## src/sv/rrwl_pkg.sv

```systemverilog
package rrwl_pkg;

    // Field widths fixed by the request and result words
    localparam int FUNC_W   = 4;
    localparam int INDEX_W  = 4;
    localparam int THREAD_W = 6;
    localparam int WAKE_W   = 16;
    localparam int STATUS_W = 3;
    localparam int COUNT_W  = 8;

    // Defaults for the top level parameters
    localparam int NUM_LOCKS_DEF = 16;
    localparam int MAX_HOLD_DEF  = 255;

    // Entries in the queue between classifier and executor
    localparam int QUEUE_DEPTH = 2;

    // Function codes on the request word
    localparam logic [FUNC_W-1:0] FUNC_INIT         = 4'd0;
    localparam logic [FUNC_W-1:0] FUNC_TRY          = 4'd1;
    localparam logic [FUNC_W-1:0] FUNC_TRY_READ     = 4'd2;
    localparam logic [FUNC_W-1:0] FUNC_TRY_WRITE    = 4'd3;
    localparam logic [FUNC_W-1:0] FUNC_UNLOCK       = 4'd4;
    localparam logic [FUNC_W-1:0] FUNC_UNLOCK_READ  = 4'd5;
    localparam logic [FUNC_W-1:0] FUNC_UNLOCK_WRITE = 4'd6;
    localparam logic [FUNC_W-1:0] FUNC_UNLOCK_ANY   = 4'd7;
    localparam logic [FUNC_W-1:0] FUNC_UPGRADE      = 4'd8;
    localparam logic [FUNC_W-1:0] FUNC_DOWNGRADE    = 4'd9;
    localparam logic [FUNC_W-1:0] FUNC_RELEASE_ALL  = 4'd10;

    typedef enum logic [1:0] {
        MODE_FREE  = 2'd0,
        MODE_STD   = 2'd1,
        MODE_READ  = 2'd2,
        MODE_WRITE = 2'd3
    } mode_t;

    typedef enum logic [STATUS_W-1:0] {
        ST_OK        = 3'd0,
        ST_BUSY      = 3'd1,
        ST_ILLEGAL   = 3'd2,
        ST_OVERFLOW  = 3'd3,
        ST_NOT_OWNER = 3'd4
    } status_t;

    // Operation after classification
    typedef enum logic [3:0] {
        OP_INIT,
        OP_TRY,
        OP_TRY_READ,
        OP_TRY_WRITE,
        OP_UNLOCK,
        OP_UPGRADE,
        OP_DOWNGRADE,
        OP_RELEASE_ALL,
        OP_NOP,
        OP_BAD_INDEX
    } op_t;

    // Classified request word carried through the queue
    typedef struct packed {
        op_t                 op;
        mode_t               want;
        logic [INDEX_W-1:0]  lock_index;
        logic [THREAD_W-1:0] thread_id;
        logic                waiters;
    } item_t;

endpackage

```

## src/sv/recursive_rw_lock_table_core.sv

```systemverilog
// Recursive reader/writer lock table. Each request word names a function, a lock, a
// thread and whether waiters sleep on that lock; the block answers with exactly one
// result word in request order. Requests are classified on entry, wait in a two-word
// queue and are carried out against the lock table, which sits in flip-flops and is
// cleared to free at once by reset, so no request waits for a clearing pass. Every
// function, release_all included (it compares all entries' owners in parallel), runs
// combinationally in the executor; one request per cycle is sustained while the result
// side takes words; each request passes the front register, queue slot and result word.
module recursive_rw_lock_table_core
    import rrwl_pkg::*;
#(
    parameter int NUM_LOCKS = NUM_LOCKS_DEF,
    parameter int MAX_HOLD  = MAX_HOLD_DEF
)(
    input  logic                clk,
    input  logic                rst_n,
    input  logic                req_valid,
    output logic                req_ready,
    input  logic [FUNC_W-1:0]   func,
    input  logic [INDEX_W-1:0]  lock_index,
    input  logic [THREAD_W-1:0] thread_id,
    input  logic                waiters_present,
    output logic                rsp_valid,
    input  logic                rsp_ready,
    output logic                granted,
    output logic [STATUS_W-1:0] status,
    output logic                released,
    output logic [WAKE_W-1:0]   wake_mask,
    output logic [1:0]          mode_after,
    output logic [COUNT_W-1:0]  count_after
);

    logic  push_valid;
    logic  push_ready;
    item_t push_item;
    logic  pop_valid;
    logic  pop_ready;
    item_t pop_item;

    rrwl_front #(
        .NUM_LOCKS (NUM_LOCKS)
    ) u_front (
        .clk             (clk),
        .rst_n           (rst_n),
        .req_valid       (req_valid),
        .req_ready       (req_ready),
        .func            (func),
        .lock_index      (lock_index),
        .thread_id       (thread_id),
        .waiters_present (waiters_present),
        .push_valid      (push_valid),
        .push_ready      (push_ready),
        .push_item       (push_item)
    );

    rrwl_queue u_queue (
        .clk        (clk),
        .rst_n      (rst_n),
        .push_valid (push_valid),
        .push_ready (push_ready),
        .push_item  (push_item),
        .pop_valid  (pop_valid),
        .pop_ready  (pop_ready),
        .pop_item   (pop_item)
    );

    rrwl_back #(
        .NUM_LOCKS (NUM_LOCKS),
        .MAX_HOLD  (MAX_HOLD)
    ) u_back (
        .clk         (clk),
        .rst_n       (rst_n),
        .pop_valid   (pop_valid),
        .pop_ready   (pop_ready),
        .pop_item    (pop_item),
        .rsp_valid   (rsp_valid),
        .rsp_ready   (rsp_ready),
        .granted     (granted),
        .status      (status),
        .released    (released),
        .wake_mask   (wake_mask),
        .mode_after  (mode_after),
        .count_after (count_after)
    );

endmodule

```

## src/sv/rrwl_front.sv

```systemverilog
module rrwl_front
    import rrwl_pkg::*;
#(
    parameter int NUM_LOCKS = NUM_LOCKS_DEF
)(
    input  logic                clk,
    input  logic                rst_n,
    input  logic                req_valid,
    output logic                req_ready,
    input  logic [FUNC_W-1:0]   func,
    input  logic [INDEX_W-1:0]  lock_index,
    input  logic [THREAD_W-1:0] thread_id,
    input  logic                waiters_present,
    output logic                push_valid,
    input  logic                push_ready,
    output item_t               push_item
);

    logic  valid_reg;
    logic  valid_next;
    item_t item_reg;
    item_t item_next;
    logic  in_range;
    logic  take;

    assign req_ready  = !valid_reg || push_ready;
    assign take       = req_valid && req_ready;
    assign push_valid = valid_reg;
    assign push_item  = item_reg;
    assign in_range   = 32'(lock_index) < NUM_LOCKS;

    // Classify the incoming word
    always_comb
    begin
        item_next.lock_index = lock_index;
        item_next.thread_id  = thread_id;
        item_next.waiters    = waiters_present;
        item_next.want       = MODE_FREE;
        item_next.op         = OP_NOP;
        case (func)
            FUNC_INIT:         item_next.op = OP_INIT;
            FUNC_TRY:          item_next.op = OP_TRY;
            FUNC_TRY_READ:     item_next.op = OP_TRY_READ;
            FUNC_TRY_WRITE:    item_next.op = OP_TRY_WRITE;
            FUNC_UNLOCK:
            begin
                item_next.op   = OP_UNLOCK;
                item_next.want = MODE_STD;
            end
            FUNC_UNLOCK_READ:
            begin
                item_next.op   = OP_UNLOCK;
                item_next.want = MODE_READ;
            end
            FUNC_UNLOCK_WRITE:
            begin
                item_next.op   = OP_UNLOCK;
                item_next.want = MODE_WRITE;
            end
            FUNC_UNLOCK_ANY:   item_next.op = OP_UNLOCK;
            FUNC_UPGRADE:      item_next.op = OP_UPGRADE;
            FUNC_DOWNGRADE:    item_next.op = OP_DOWNGRADE;
            FUNC_RELEASE_ALL:  item_next.op = OP_RELEASE_ALL;
            default:           item_next.op = OP_NOP;
        endcase
        if (func != FUNC_RELEASE_ALL && !in_range)
        begin
            item_next.op = OP_BAD_INDEX;
        end
    end

    // Hold the word until the queue takes it
    always_comb
    begin
        valid_next = valid_reg;
        if (take)
        begin
            valid_next = 1'b1;
        end
        else if (push_ready)
        begin
            valid_next = 1'b0;
        end
    end

    always_ff @(posedge clk or negedge rst_n)
    begin
        if (!rst_n)
        begin
            valid_reg <= 1'b0;
        end
        else
        begin
            valid_reg <= valid_next;
        end
    end

    always_ff @(posedge clk)
    begin
        if (take)
        begin
            item_reg <= item_next;
        end
    end

endmodule

```

## src/sv/rrwl_queue.sv

```systemverilog
module rrwl_queue
    import rrwl_pkg::*;
(
    input  logic  clk,
    input  logic  rst_n,
    input  logic  push_valid,
    output logic  push_ready,
    input  item_t push_item,
    output logic  pop_valid,
    input  logic  pop_ready,
    output item_t pop_item
);

    localparam int PTR_W = (QUEUE_DEPTH > 1) ? $clog2(QUEUE_DEPTH) : 1;
    localparam int CNT_W = $clog2(QUEUE_DEPTH + 1);

    item_t            slot_reg [QUEUE_DEPTH];
    logic [PTR_W-1:0] wr_ptr_reg;
    logic [PTR_W-1:0] wr_ptr_next;
    logic [PTR_W-1:0] rd_ptr_reg;
    logic [PTR_W-1:0] rd_ptr_next;
    logic [CNT_W-1:0] count_reg;
    logic [CNT_W-1:0] count_next;
    logic             push;
    logic             pop;

    assign push_ready = count_reg != CNT_W'(QUEUE_DEPTH);
    assign pop_valid  = count_reg != '0;
    assign pop_item   = slot_reg[rd_ptr_reg];
    assign push       = push_valid && push_ready;
    assign pop        = pop_valid && pop_ready;

    // Advance pointers with wrap at the queue depth
    always_comb
    begin
        wr_ptr_next = wr_ptr_reg;
        rd_ptr_next = rd_ptr_reg;
        count_next  = count_reg;
        if (push)
        begin
            wr_ptr_next = (32'(wr_ptr_reg) == QUEUE_DEPTH - 1) ? '0 : wr_ptr_reg + 1'b1;
        end
        if (pop)
        begin
            rd_ptr_next = (32'(rd_ptr_reg) == QUEUE_DEPTH - 1) ? '0 : rd_ptr_reg + 1'b1;
        end
        if (push && !pop)
        begin
            count_next = count_reg + 1'b1;
        end
        else if (pop && !push)
        begin
            count_next = count_reg - 1'b1;
        end
    end

    always_ff @(posedge clk or negedge rst_n)
    begin
        if (!rst_n)
        begin
            wr_ptr_reg <= '0;
            rd_ptr_reg <= '0;
            count_reg  <= '0;
        end
        else
        begin
            wr_ptr_reg <= wr_ptr_next;
            rd_ptr_reg <= rd_ptr_next;
            count_reg  <= count_next;
        end
    end

    always_ff @(posedge clk)
    begin
        if (push)
        begin
            slot_reg[wr_ptr_reg] <= push_item;
        end
    end

endmodule

```

## src/sv/rrwl_back.sv

```systemverilog
module rrwl_back
    import rrwl_pkg::*;
#(
    parameter int NUM_LOCKS = NUM_LOCKS_DEF,
    parameter int MAX_HOLD  = MAX_HOLD_DEF
)(
    input  logic                clk,
    input  logic                rst_n,
    input  logic                pop_valid,
    output logic                pop_ready,
    input  item_t               pop_item,
    output logic                rsp_valid,
    input  logic                rsp_ready,
    output logic                granted,
    output logic [STATUS_W-1:0] status,
    output logic                released,
    output logic [WAKE_W-1:0]   wake_mask,
    output logic [1:0]          mode_after,
    output logic [COUNT_W-1:0]  count_after
);

    localparam int IDX_W = (NUM_LOCKS > 1) ? $clog2(NUM_LOCKS) : 1;
    localparam int EXT_W = (IDX_W > INDEX_W) ? IDX_W : INDEX_W;
    localparam int CNT_W = $clog2(MAX_HOLD + 1);
    localparam int CE_W  = (CNT_W > COUNT_W) ? CNT_W : COUNT_W;

    // Lock table
    mode_t               mode_reg  [NUM_LOCKS];
    logic [THREAD_W-1:0] owner_reg [NUM_LOCKS];
    logic [CNT_W-1:0]    count_reg [NUM_LOCKS];

    // Result register
    logic                rsp_valid_reg;
    logic                rsp_valid_next;
    logic                granted_reg;
    status_t             status_reg;
    logic                released_reg;
    logic [WAKE_W-1:0]   wake_reg;
    mode_t               mode_after_reg;
    logic [COUNT_W-1:0]  count_after_reg;

    logic                pop;
    logic [EXT_W-1:0]    ext_idx;
    logic [IDX_W-1:0]    idx;
    mode_t               cur_mode;
    logic [THREAD_W-1:0] cur_owner;
    logic [CNT_W-1:0]    cur_cnt;
    logic                cnt_full;
    logic                is_owner;
    logic [CNT_W-1:0]    cnt_dec;
    logic                wr_en;
    mode_t               n_mode;
    logic [THREAD_W-1:0] n_owner;
    logic [CNT_W-1:0]    n_cnt;
    logic [NUM_LOCKS-1:0] hit;
    logic                g_next;
    status_t             st_next;
    logic                rel_next;
    logic [WAKE_W-1:0]   wake_next;
    mode_t               mode_rep;
    logic [CE_W-1:0]     cnt_rep;

    assign pop         = pop_valid && (!rsp_valid_reg || rsp_ready);
    assign pop_ready   = !rsp_valid_reg || rsp_ready;
    assign rsp_valid   = rsp_valid_reg;
    assign granted     = granted_reg;
    assign status      = status_reg;
    assign released    = released_reg;
    assign wake_mask   = wake_reg;
    assign mode_after  = mode_after_reg;
    assign count_after = count_after_reg;

    // Read the named entry
    assign ext_idx   = EXT_W'(pop_item.lock_index);
    assign idx       = ext_idx[IDX_W-1:0];
    assign cur_mode  = mode_reg[idx];
    assign cur_owner = owner_reg[idx];
    assign cur_cnt   = count_reg[idx];
    assign cnt_full  = 32'(cur_cnt) >= MAX_HOLD;
    assign is_owner  = cur_owner == pop_item.thread_id;
    assign cnt_dec   = (cur_cnt != '0) ? cur_cnt - 1'b1 : '0;

    // Match every held entry against the thread for release_all
    always_comb
    begin
        for (int i = 0; i < NUM_LOCKS; i++)
        begin
            hit[i] = (mode_reg[i] != MODE_FREE) && (owner_reg[i] == pop_item.thread_id);
        end
    end

    // Execute the operation on the named entry, or build the wake mask of all hits for release_all
    always_comb
    begin
        wr_en     = 1'b0;
        n_mode    = cur_mode;
        n_owner   = cur_owner;
        n_cnt     = cur_cnt;
        g_next    = 1'b0;
        st_next   = ST_OK;
        rel_next  = 1'b0;
        wake_next = '0;
        case (pop_item.op)
            OP_INIT:
            begin
                wr_en   = 1'b1;
                n_mode  = MODE_FREE;
                n_owner = '0;
                n_cnt   = '0;
            end
            OP_TRY, OP_TRY_READ, OP_TRY_WRITE:
            begin
                if (cur_mode == MODE_FREE)
                begin
                    wr_en   = 1'b1;
                    n_owner = pop_item.thread_id;
                    n_cnt   = CNT_W'(1);
                    g_next  = 1'b1;
                    if (pop_item.op == OP_TRY)
                    begin
                        n_mode = MODE_STD;
                    end
                    else if (pop_item.op == OP_TRY_READ)
                    begin
                        n_mode = MODE_READ;
                    end
                    else
                    begin
                        n_mode = MODE_WRITE;
                    end
                end
                else if ((pop_item.op == OP_TRY && is_owner)
                      || (pop_item.op == OP_TRY_READ && cur_mode == MODE_READ)
                      || (pop_item.op == OP_TRY_WRITE && cur_mode == MODE_WRITE
                          && is_owner))
                begin
                    if (cnt_full)
                    begin
                        st_next = ST_OVERFLOW;
                    end
                    else
                    begin
                        wr_en  = 1'b1;
                        n_cnt  = cur_cnt + 1'b1;
                        g_next = 1'b1;
                    end
                end
                else
                begin
                    st_next = ST_BUSY;
                end
            end
            OP_UNLOCK:
            begin
                if ((pop_item.want != MODE_FREE && pop_item.want != cur_mode)
                    || cur_mode == MODE_FREE)
                begin
                    st_next = ST_ILLEGAL;
                end
                else if (cur_mode != MODE_READ && !is_owner)
                begin
                    st_next = ST_NOT_OWNER;
                end
                else
                begin
                    wr_en = 1'b1;
                    n_cnt = cnt_dec;
                    if (cnt_dec == '0)
                    begin
                        n_mode    = MODE_FREE;
                        n_owner   = '0;
                        rel_next  = 1'b1;
                        wake_next = WAKE_W'(1) << pop_item.lock_index;
                    end
                end
            end
            OP_UPGRADE, OP_DOWNGRADE:
            begin
                if (cur_mode == ((pop_item.op == OP_UPGRADE) ? MODE_READ : MODE_WRITE)
                    && cur_cnt == CNT_W'(1) && !pop_item.waiters)
                begin
                    wr_en  = 1'b1;
                    n_mode = (pop_item.op == OP_UPGRADE) ? MODE_WRITE : MODE_READ;
                    g_next = 1'b1;
                end
                else
                begin
                    st_next = ST_BUSY;
                end
            end
            OP_RELEASE_ALL:
            begin
                for (int i = 0; i < NUM_LOCKS; i++)
                begin
                    wake_next = wake_next | (WAKE_W'(hit[i]) << i);
                end
            end
            OP_BAD_INDEX:
            begin
                st_next = ST_BUSY;
            end
            default:
            begin
                wr_en = 1'b0;
            end
        endcase
    end

    // Report the named entry afterwards, zero where it does not apply
    always_comb
    begin
        mode_rep = n_mode;
        cnt_rep  = CE_W'(n_cnt);
        if (pop_item.op == OP_RELEASE_ALL || pop_item.op == OP_BAD_INDEX)
        begin
            mode_rep = MODE_FREE;
            cnt_rep  = '0;
        end
    end

    // Drop the result once taken, load a new one on pop
    always_comb
    begin
        rsp_valid_next = rsp_valid_reg;
        if (pop)
        begin
            rsp_valid_next = 1'b1;
        end
        else if (rsp_ready)
        begin
            rsp_valid_next = 1'b0;
        end
    end

    // Update the table
    always_ff @(posedge clk or negedge rst_n)
    begin
        if (!rst_n)
        begin
            rsp_valid_reg <= 1'b0;
            for (int i = 0; i < NUM_LOCKS; i++)
            begin
                mode_reg[i]  <= MODE_FREE;
                owner_reg[i] <= '0;
                count_reg[i] <= '0;
            end
        end
        else
        begin
            rsp_valid_reg <= rsp_valid_next;
            for (int i = 0; i < NUM_LOCKS; i++)
            begin
                if (pop && pop_item.op == OP_RELEASE_ALL && hit[i])
                begin
                    mode_reg[i]  <= MODE_FREE;
                    owner_reg[i] <= '0;
                    count_reg[i] <= '0;
                end
                else if (pop && wr_en && 32'(idx) == i)
                begin
                    mode_reg[i]  <= n_mode;
                    owner_reg[i] <= n_owner;
                    count_reg[i] <= n_cnt;
                end
            end
        end
    end

    always_ff @(posedge clk)
    begin
        if (pop)
        begin
            granted_reg     <= g_next;
            status_reg      <= st_next;
            released_reg    <= rel_next;
            wake_reg        <= wake_next;
            mode_after_reg  <= mode_rep;
            count_after_reg <= cnt_rep[COUNT_W-1:0];
        end
    end

endmodule

```

## config.mk

```make
export PLATFORM = sky130hd
export DESIGN_NAME = recursive_rw_lock_table_core
export DESIGN_NICKNAME = d
export VERILOG_FILES = /design/src/sv/rrwl_pkg.sv /design/src/sv/recursive_rw_lock_table_core.sv /design/src/sv/rrwl_front.sv /design/src/sv/rrwl_queue.sv /design/src/sv/rrwl_back.sv
export SDC_FILE = /design/constraint.sdc
export NUM_CORES = 1
export LEC_CHECK = 0
export ABC_AREA = 1
export BUFFER_PORTS_ARGS = -buffer_cell sky130_fd_sc_hd__buf_2
export CAP_MARGIN = 25
export CELL_PAD_IN_SITES_DETAIL_PLACEMENT = 1
export CELL_PAD_IN_SITES_GLOBAL_PLACEMENT = 2
export CORE_MARGIN = 2
export CORE_UTILIZATION = 33
export CTS_CLUSTER_SIZE = 24
export DETAILED_ROUTE_END_ITERATION = 7
export PLACE_DENSITY = 0.8
export SKIP_LAST_GASP = 1
export SLEW_MARGIN = 10
export SYNTH_ARGS = -nofsm -noshare
export SYNTH_HDL_FRONTEND = slang
export SYNTH_SLANG_ARGS = --single-unit
```

## constraint.sdc

```tcl
create_clock -name clk -period 3.5 [get_ports clk]
set_input_delay 0.7 -clock clk [delete_from_list [all_inputs] [get_ports clk]]
set_output_delay 0.7 -clock clk [all_outputs]
set_load 0.01 [all_outputs]
```

==> qor.csv, run 1 <==
stage,metric,value,unit
clock_network,CTS sink count,344,
clock_network,Longest Clk Path Bufs,3,
placed_design,IO Port Bufs,51,
clock_network,CTS tree,built,
setup_path,WP data required,3.98,ns
power,leakage,13.8,nW
routing,1st-iter DRT viols,1830,
timing,final setup fails,280,
die,Die W,250,µm
clock_network,worst skew pair latency,0.59,ns
setup_path,Setup crit end kind,flip-flop,
synthesis,Cells after Synth,2809,
timing,Final Cycle Share,108,%
power,NetSw,0.0129,W
synthesis,Synth Area per Inst,7.14,µm²
setup_path,"Max FO, Critical Path",8,
clock_network,root buf cell,clkbuf_16,
grt,first-pass GRT wire length,138000,µm
setup_path,Startpoint Class,flip-flop,
placed_design,DP HPWL,63100,µm
grt,GR Util All Layers,29.3,%
die,die area,0.0627,mm²
power,combinational power share,61.0,%
synthesis,ys async rst share,76.2,%
final_layout,Syn-to-layout area delta,33.0,%
timing,Final Hold Viols,0,
synthesis,post-synthesis adder-cell area fraction,0.312,%
setup_path,slowest CP cell,dfrtp_2,
placed_design,post-placement cell count,3785,
setup_path,max incr delay on CP,0.44,ns
timing,Clock Skews,0.0241,ns
final_layout,multi-input logic area,0.0104,mm²
final_layout,nets,3162,
timing,Pins Over Slew Limit,0,
routing,via count,21400,
routing,DR WL/cell,24.0,µm
final_layout,Reg area,0.00902,mm²
setup_path,crit path DAT,4.25,ns
placed_design,DP Worst Slack,-0.629,ns
placed_design,final RePlAce weighted congestion,0.961,
min_path,HP Class,in2async,
grt,largest net degree at the start of global routing,72,
routing,DR pass1 iterations,5,
timing,fin crit period,3.77,ns
timing,RSZ-0062 raised after global routing,true,
clock_network,Clock Pin Slew Worst Setup and Hold Paths,0.06,ns
synthesis,Post-Syn Area,0.0200,mm²
power,Internal Power,0.0131,W
grt,grt total ovfl,0,
grt,initial antenna violation count,5,
die,Core Region,0.0602,mm²
final_layout,final core utilization,44.3,%
synthesis,Post-Synth XOR/XNOR Area,1.75,%
flow_run,max-cap violations,0,
synthesis,sequential element share of the synthesized area,45.0,%
setup_path,R2R cell count,26,
synthesis,largest family of logic cells by synthesized area,simple AND/OR/NAND/NOR gates,
timing,Worst Max-Slew Pin Slew,0.852,ns
outcome,violated checks,setup timing,
timing,setup TNS,-43.91,ns
routing,residual DRC count,0,
timing,Achievable Freq,265,MHz
power,Reg power frac,22.7,%
final_layout,"non-filler cells, final",3954,
final_layout,layout cell share with drive strength beyond 1,23.3,%
timing,normalized max-slew margin,43.1,%
outcome,status,"finished, violations left",
clock_network,# hold bufs at CTS,0,
power,Sw Ratio,49.6,%
clock_network,H-tree lvl count,2,
clock_network,CTS buffer count,42,
power,Worst VDD drop,0.000731,V
routing,Routed WL,95000,µm
grt,vias in the first global route,22500,
synthesis,area fraction in compound gates after synthesis,3.65,%
synthesis,Netlist cell types,49,
routing,Final ANT Viol Nets,0,
setup_path,CP most frequent cell,buf_6,
power,PwrDens,973,mW/mm²
routing,Via density,5.41,
die,die height,250,µm
power,clock share of power,16.3,%
final_layout,Fillers,7326,
synthesis,"EDFF count, synth",82,
synthesis,Syn. warnings,0,
synthesis,Synth Register Bits,344,
synthesis,Synth Flop Type,dfrtp_1,
die,Cell Rows,90,
synthesis,multiplexer share of the synthesized area,0,%
timing,setup ws final,-0.272,ns
final_layout,flip-flop count of the largest register after layout,128,
die,io pins,52,
synthesis,Post-Synth Simple-Gate Area,41.6,%
synthesis,Syn Nets,2833,
setup_path,critical path type,reg2reg,
die,Initial Util,33.3,%
[synthesized netlist by cell type (16+ instances only)]
master | n | area, µm²
nand2_1 | 1316 | 4940
nand3_1 | 348 | 1740
dfrtp_1 | 262 | 6560
inv_1 | 184 | 691
nor2_1 | 131 | 492
edfxtp_1 | 82 | 2460
buf_2 | 58 | 290
o21ai_0 | 53 | 265
clkbuf_1 | 43 | 161
nand4_1 | 34 | 213
nor4_1 | 31 | 194
inv_2 | 29 | 109
xor2_1 | 27 | 236
buf_4 | 22 | 165
or2_2 | 20 | 125
nor3_1 | 16 | 80.1
[power by group through the flow]
| stage | combinational, W | clock, W | sequential [W] |
|---|---|---|---|
| 3_5_place_dp | 0.0127 | 0 | 0.00591 |
| 5_1_grt | 0.0166 | 0.00442 | 0.00598 |
| 6_report | 0.0158 | 0.00422 | 0.00589 |
| 2_1_floorplan | 0.00651 | 0 | 0.00577 |
| 3_3_place_gp | 0.0125 | 0 | 0.00585 |
| 4_1_cts | 0.0144 | 0.00428 | 0.00585 |
[placed cells by master, fill, tap and decap left out, types with 8 or more instances in the layout]
| cell | Yosys | final |
|---|---|---|
| o211ai_1 | 10 | 10 |
| o21ai_0 | 53 | 46 |
| buf_6 | 6 | 51 |
| clkbuf_16 | 0 | 48 |
| edfxtp_1 | 82 | 82 |
| buf_8 | 0 | 10 |
| nor4_1 | 31 | 30 |
| or2_2 | 20 | 20 |
| buf_2 | 58 | 50 |
| inv_1 | 184 | 173 |
| buf_12 | 1 | 50 |
| nor2_4 | 6 | 22 |
| o2111ai_1 | 10 | 10 |
| nand3_1 | 348 | 331 |
| o21ai_1 | 10 | 10 |
| inv_2 | 29 | 32 |
| nand2_2 | 10 | 86 |
| nand3_4 | 11 | 22 |
| xnor2_1 | 13 | 13 |
| buf_4 | 22 | 241 |
| nand2_4 | 2 | 22 |
| dfrtp_1 | 262 | 261 |
| nor2_1 | 131 | 114 |
| nor3_1 | 16 | 15 |
| clkinv_1 | 2 | 8 |
| nand4_1 | 34 | 34 |
| nand2_1 | 1316 | 1214 |
| a21oi_1 | 11 | 9 |
| nor2_2 | 10 | 11 |
| nand3_2 | 8 | 14 |
| clkbuf_1 | 43 | 13 |
| xor2_1 | 27 | 27 |
| clkinv_2 | 0 | 8 |
[per-layer routing]
layer	global-route usage, %	up-vias	wire length [µm]	share of wire, %
met5	0	-	11	0.012
met4	15.2	2	5330	5.6
met3	4.20	260	5650	6.0
met2	49.2	756	45300	48
met1	36.5	10700	38700	41
li1	-	9654	-	-
[repair_timing]
action	CTS	global route
pin swaps	40	52
setup endpoints to repair	283	283
setup buffers	52	26
hold endpoints to repair	0	0
gates cloned	8	6
resized for setup	201	140
[path summary, 6_finish.rpt]
check	startpoint	end	slack [ns]
max	u_queue.rd_ptr_reg	u_back.owner_reg[25]	-0.27
min	rst_n	u_back.owner_reg[27]	0.1
max reg2reg	u_queue.rd_ptr_reg	u_back.owner_reg[25]	-0.27
min reg2reg	u_front.push_item[11]	u_queue.slot_reg[0][11]	0.46
max in group asynchronous	rst_n	u_queue.rd_ptr_reg	2.51
min in group clk	thread_id[3]	u_front.push_item[4]	0.28
[worst max-delay path: cells and delay by family, from the launching register on]
kind / cells / cell delay, ns
AO/OA/AOI/OAI: 2 / 0.49
flip-flops: 1 / 0.44
AND/OR/NAND/NOR: 13 / 1.40
buffers and inverters: 11 / 1.34
[layout make-up]
type,count,area share [%]
Antenna cell,1,0.00938
Clock buffer,59,4.37
Clock inverter,18,0.389
Inverter,218,3.28
Multi-Input combinational cell,2117,39.0
Sequential cell,344,33.8
Tap cell,782,3.67
Timing Repair Buffer,414,15.5
Timing Repair inverter,1,0.0328
[through the flow]
stage,instance area (µm²),hold slack (ns),total power (W)
4_1_cts,25800,0.0947,0.0245
3_5_place_dp,23200,0.435,0.0186
5_1_grt,26700,0.112,0.0270
3_3_place_gp,23200,0.426,0.0183
6_report,26700,0.0953,0.0259
2_1_floorplan,20000,0.404,0.0123
[cell families (layout without fill, tap and decap cells)]
kind of cell	Yosys count	in the layout
other cells	0	1
fa+ha+maj	5	5
xor+xnor	40	40
simple gates	1953	1954
flops	344	344
buf+inv	349	710
compound gates	118	118
Power figures use the tool's default switching activity.
==> inputs of run 2 (changes only) <==
--- a/config.mk
+++ b/config.mk
@@ -12,8 +12,10 @@
 export CELL_PAD_IN_SITES_GLOBAL_PLACEMENT = 2
 export CORE_MARGIN = 2
 export CORE_UTILIZATION = 33
+export CTS_CLUSTER_DIAMETER = 120
 export CTS_CLUSTER_SIZE = 24
 export DETAILED_ROUTE_END_ITERATION = 7
+export MAX_ROUTING_LAYER = met4
 export PLACE_DENSITY = 0.8
 export SKIP_LAST_GASP = 1
 export SLEW_MARGIN = 10
==> run 2 against run 1 <==
Net effect: the run still ends with setup timing left; global-route usage is 0.82 points higher; critical path depth is 2 lower; final area is 2.2% higher; setup slack better by 0.065 ns; cell count is 0.78% lower; critical path type unchanged; largest power group unchanged.
==> qor.csv, run 2 (same netlist as run 1, synthesis figures left out) <==
stage,metric,value,unit,change
setup_path,Worst Path Buf+Inv,7,,-4
clock_network,CTS buffer count,18,,-57%
placed_design,DP Worst Slack,-0.495,ns,+0.134 ns
power,leakage,13.9,nW,+1.0%
clock_network,root buf cell,clkbuf_16,,
outcome,violated checks,setup timing,,
routing,DR pass1 iterations,5,,unchanged
grt,busiest grt layer,met2,,
timing,fin crit period,3.71,ns,-0.0653 ns
routing,DR WL/cell,24.7,µm,+2.8%
routing,residual DRC count,0,,unchanged
power,total chip power,0.0260,W,+0.41%
setup_path,WP data required,3.94,ns,-0.04 ns
flow_run,max-cap violations,0,,unchanged
setup_path,max incr delay on CP,0.51,ns,+0.07 ns
timing,setup TNS,-24.22,ns,+19.69 ns
clock_network,# hold bufs at CTS,0,,unchanged
die,Initial Util,33.3,%,unchanged
final_layout,flip-flop count of the largest register after layout,128,,unchanged
timing,final setup fails,238,,-15%
final_layout,nets,3152,,-0.32%
timing,Achievable Freq,270,MHz,+1.8%
grt,largest net degree at the start of global routing,83,,+15%
routing,via count,21200,,-0.75%
power,Worst VDD drop,0.000558,V,-24%
setup_path,critical path type,reg2reg,,
clock_network,Clock Pin Slew Worst Setup and Hold Paths,0.10,ns,+0.04 ns
setup_path,Setup crit end kind,flip-flop,,
timing,setup ws final,-0.207,ns,+0.0653 ns
die,Core Region,0.0602,mm²,unchanged
timing,Final Hold Viols,0,,unchanged
power,PwrDens,956,mW/mm²,-1.7%
grt,GR Util All Layers,30.1,%,+0.82 points
grt,first-pass GRT wire length,138000,µm,about the same
die,io pins,52,,unchanged
clock_network,CTS sink count,344,,unchanged
routing,1st-iter DRT viols,1650,,-9.8%
die,die height,250,µm,unchanged
grt,met3 Use GR,3.35,%,-0.85 points
grt,initial antenna violation count,4,,-1
placed_design,DP HPWL,64000,µm,+1.3%
grt,GRT met1 Usage,37.6,%,+1.1 points
clock_network,worst skew pair latency,0.57,ns,-0.02 ns
setup_path,crit path DAT,4.15,ns,-0.10 ns
timing,normalized max-slew margin,47.0,%,+3.9 points
placed_design,final RePlAce weighted congestion,0.968,,+0.71%
setup_path,crit path cell chain,nand2_8 -> nand2_8 -> buf_12 -> buf_12 -> nand2_1 -> nand2_1 -> nand2_2 -> nand2_2 -> nand2_4 -> nand2_4 -> nor2_4 -> inv_4 -> buf_6 -> nor2_4 -> nand3_2 -> nand2_2 -> nand2_4 -> inv_1 -> nand3_1 -> nor4_2 -> nand3_1 -> buf_12 -> o21ai_0 -> buf_4,,
setup_path,Startpoint Class,flip-flop,,
timing,Final Cycle Share,106,%,-1.9 points
final_layout,"most common cell after layout, fill and taps aside",nand2_1,,
final_layout,Syn-to-layout area delta,35.9,%,
setup_path,r2r setup slk,-0.21,ns,+0.07 ns
routing,Routed WL,96900,µm,+2.0%
clock_network,Longest Clk Path Bufs,3,,unchanged
outcome,status,"finished, violations left",,
timing,Worst Max-Slew Pin Slew,0.795,ns,-0.0570 ns
clock_network,H-tree lvl count,1,,-1
placed_design,IO Port Bufs,51,,unchanged
die,Die W,250,µm,unchanged
setup_path,Top delay family on crit path,simple AND/OR/NAND/NOR gates,,
min_path,HP Class,in2async,,
routing,Final ANT Viol Nets,0,,unchanged
grt,vias in the first global route,21800,,-3.0%
die,Cell Rows,90,,unchanged
final_layout,layout cell share with drive strength beyond 1,27.5,%,+4.2 points
setup_path,"Max FO, Critical Path",16,,+8
timing,Clock Skews,0.0196,ns,-0.00453 ns
grt,grt total ovfl,0,,unchanged
timing,Pins Over Slew Limit,0,,unchanged
clock_network,CTS tree,built,,
final_layout,"commonest cells after routing, fill and taps aside","nand2_1, nand3_1, dfrtp_1, buf_4, inv_1",,
setup_path,slowest CP cell,edfxtp_1,,
die,die area,0.0627,mm²,unchanged
timing,RSZ-0062 raised after global routing,true,,
grt,M2 GR Usage,49.0,%,-0.20 points
routing,Via density,5.41,,about the same
[run 2: layout make-up]
| cell class | count | area [µm²] |
|---|---|---|
| diodes | 2 | 5.00 |
| clock buffers | 28 | 531 |
| clock inverters | 3 | 18.8 |
| fillers | 7294 | 33000 |
| inverters | 218 | 926 |
| multi-input cells | 2117 | 11100 |
| flip-flops and latches | 344 | 9020 |
| well taps | 782 | 978 |
| repair buffers | 428 | 4680 |
| repair inverters | 1 | 11.3 |
[run 2: where the power goes]
| part | switching [W] | internal [W] | leakage (nW) |
|---|---|---|---|
| registers | 0.000701 | 0.00516 | 4.40 |
| logic | 0.0113 | 0.00638 | 9.23 |
| clock network | 0.00147 | 0.00107 | 0.268 |
[run 2: final timing paths]
path,to,from,cells after the start
hold reg to reg,u_queue.slot_reg[1][6],u_front.push_item[6],0
hold / removal,u_back.owner_reg[27],rst_n,1
setup reg to reg,u_back.wake_mask[8],u_queue.slot_reg[1][7],24
min in group clk,u_front.push_item[5],thread_id[4],1
setup / recovery,u_back.wake_mask[8],u_queue.slot_reg[1][7],24
max in group asynchronous,u_back.count_reg[105],rst_n,2
[run 2: repair_timing]
action,4_1_cts,5_1_grt
pin swaps,21,95
cloned,11,17
setup endpoints to repair,284,284
resized for setup,246,389
setup buffers,55,24
[run 2: metal layers]
layer / vias to the layer above / routed length [µm]
li1: 9619 / -
met1: 10700 / 40300
met2: 685 / 45800
met3: 236 / 5270
met4: 0 / 5510
met5: - / 0
[run 2: through the flow]
| step | hold WS, ns | util [%] | area, µm² | cells |
|---|---|---|---|---|
| 2_1_floorplan | 0.404 | - | 20000 | 2809 |
| 3_3_place_gp | 0.425 | 38.4 | 23100 | 3788 |
| 3_5_place_dp | 0.432 | 38.4 | 23100 | 3788 |
| 4_1_cts | 0.185 | 42.0 | 25300 | 3885 |
| 5_1_grt | 0.204 | 45.2 | 27200 | 3923 |
| 6_report | 0.153 | 45.2 | 27200 | 3923 |
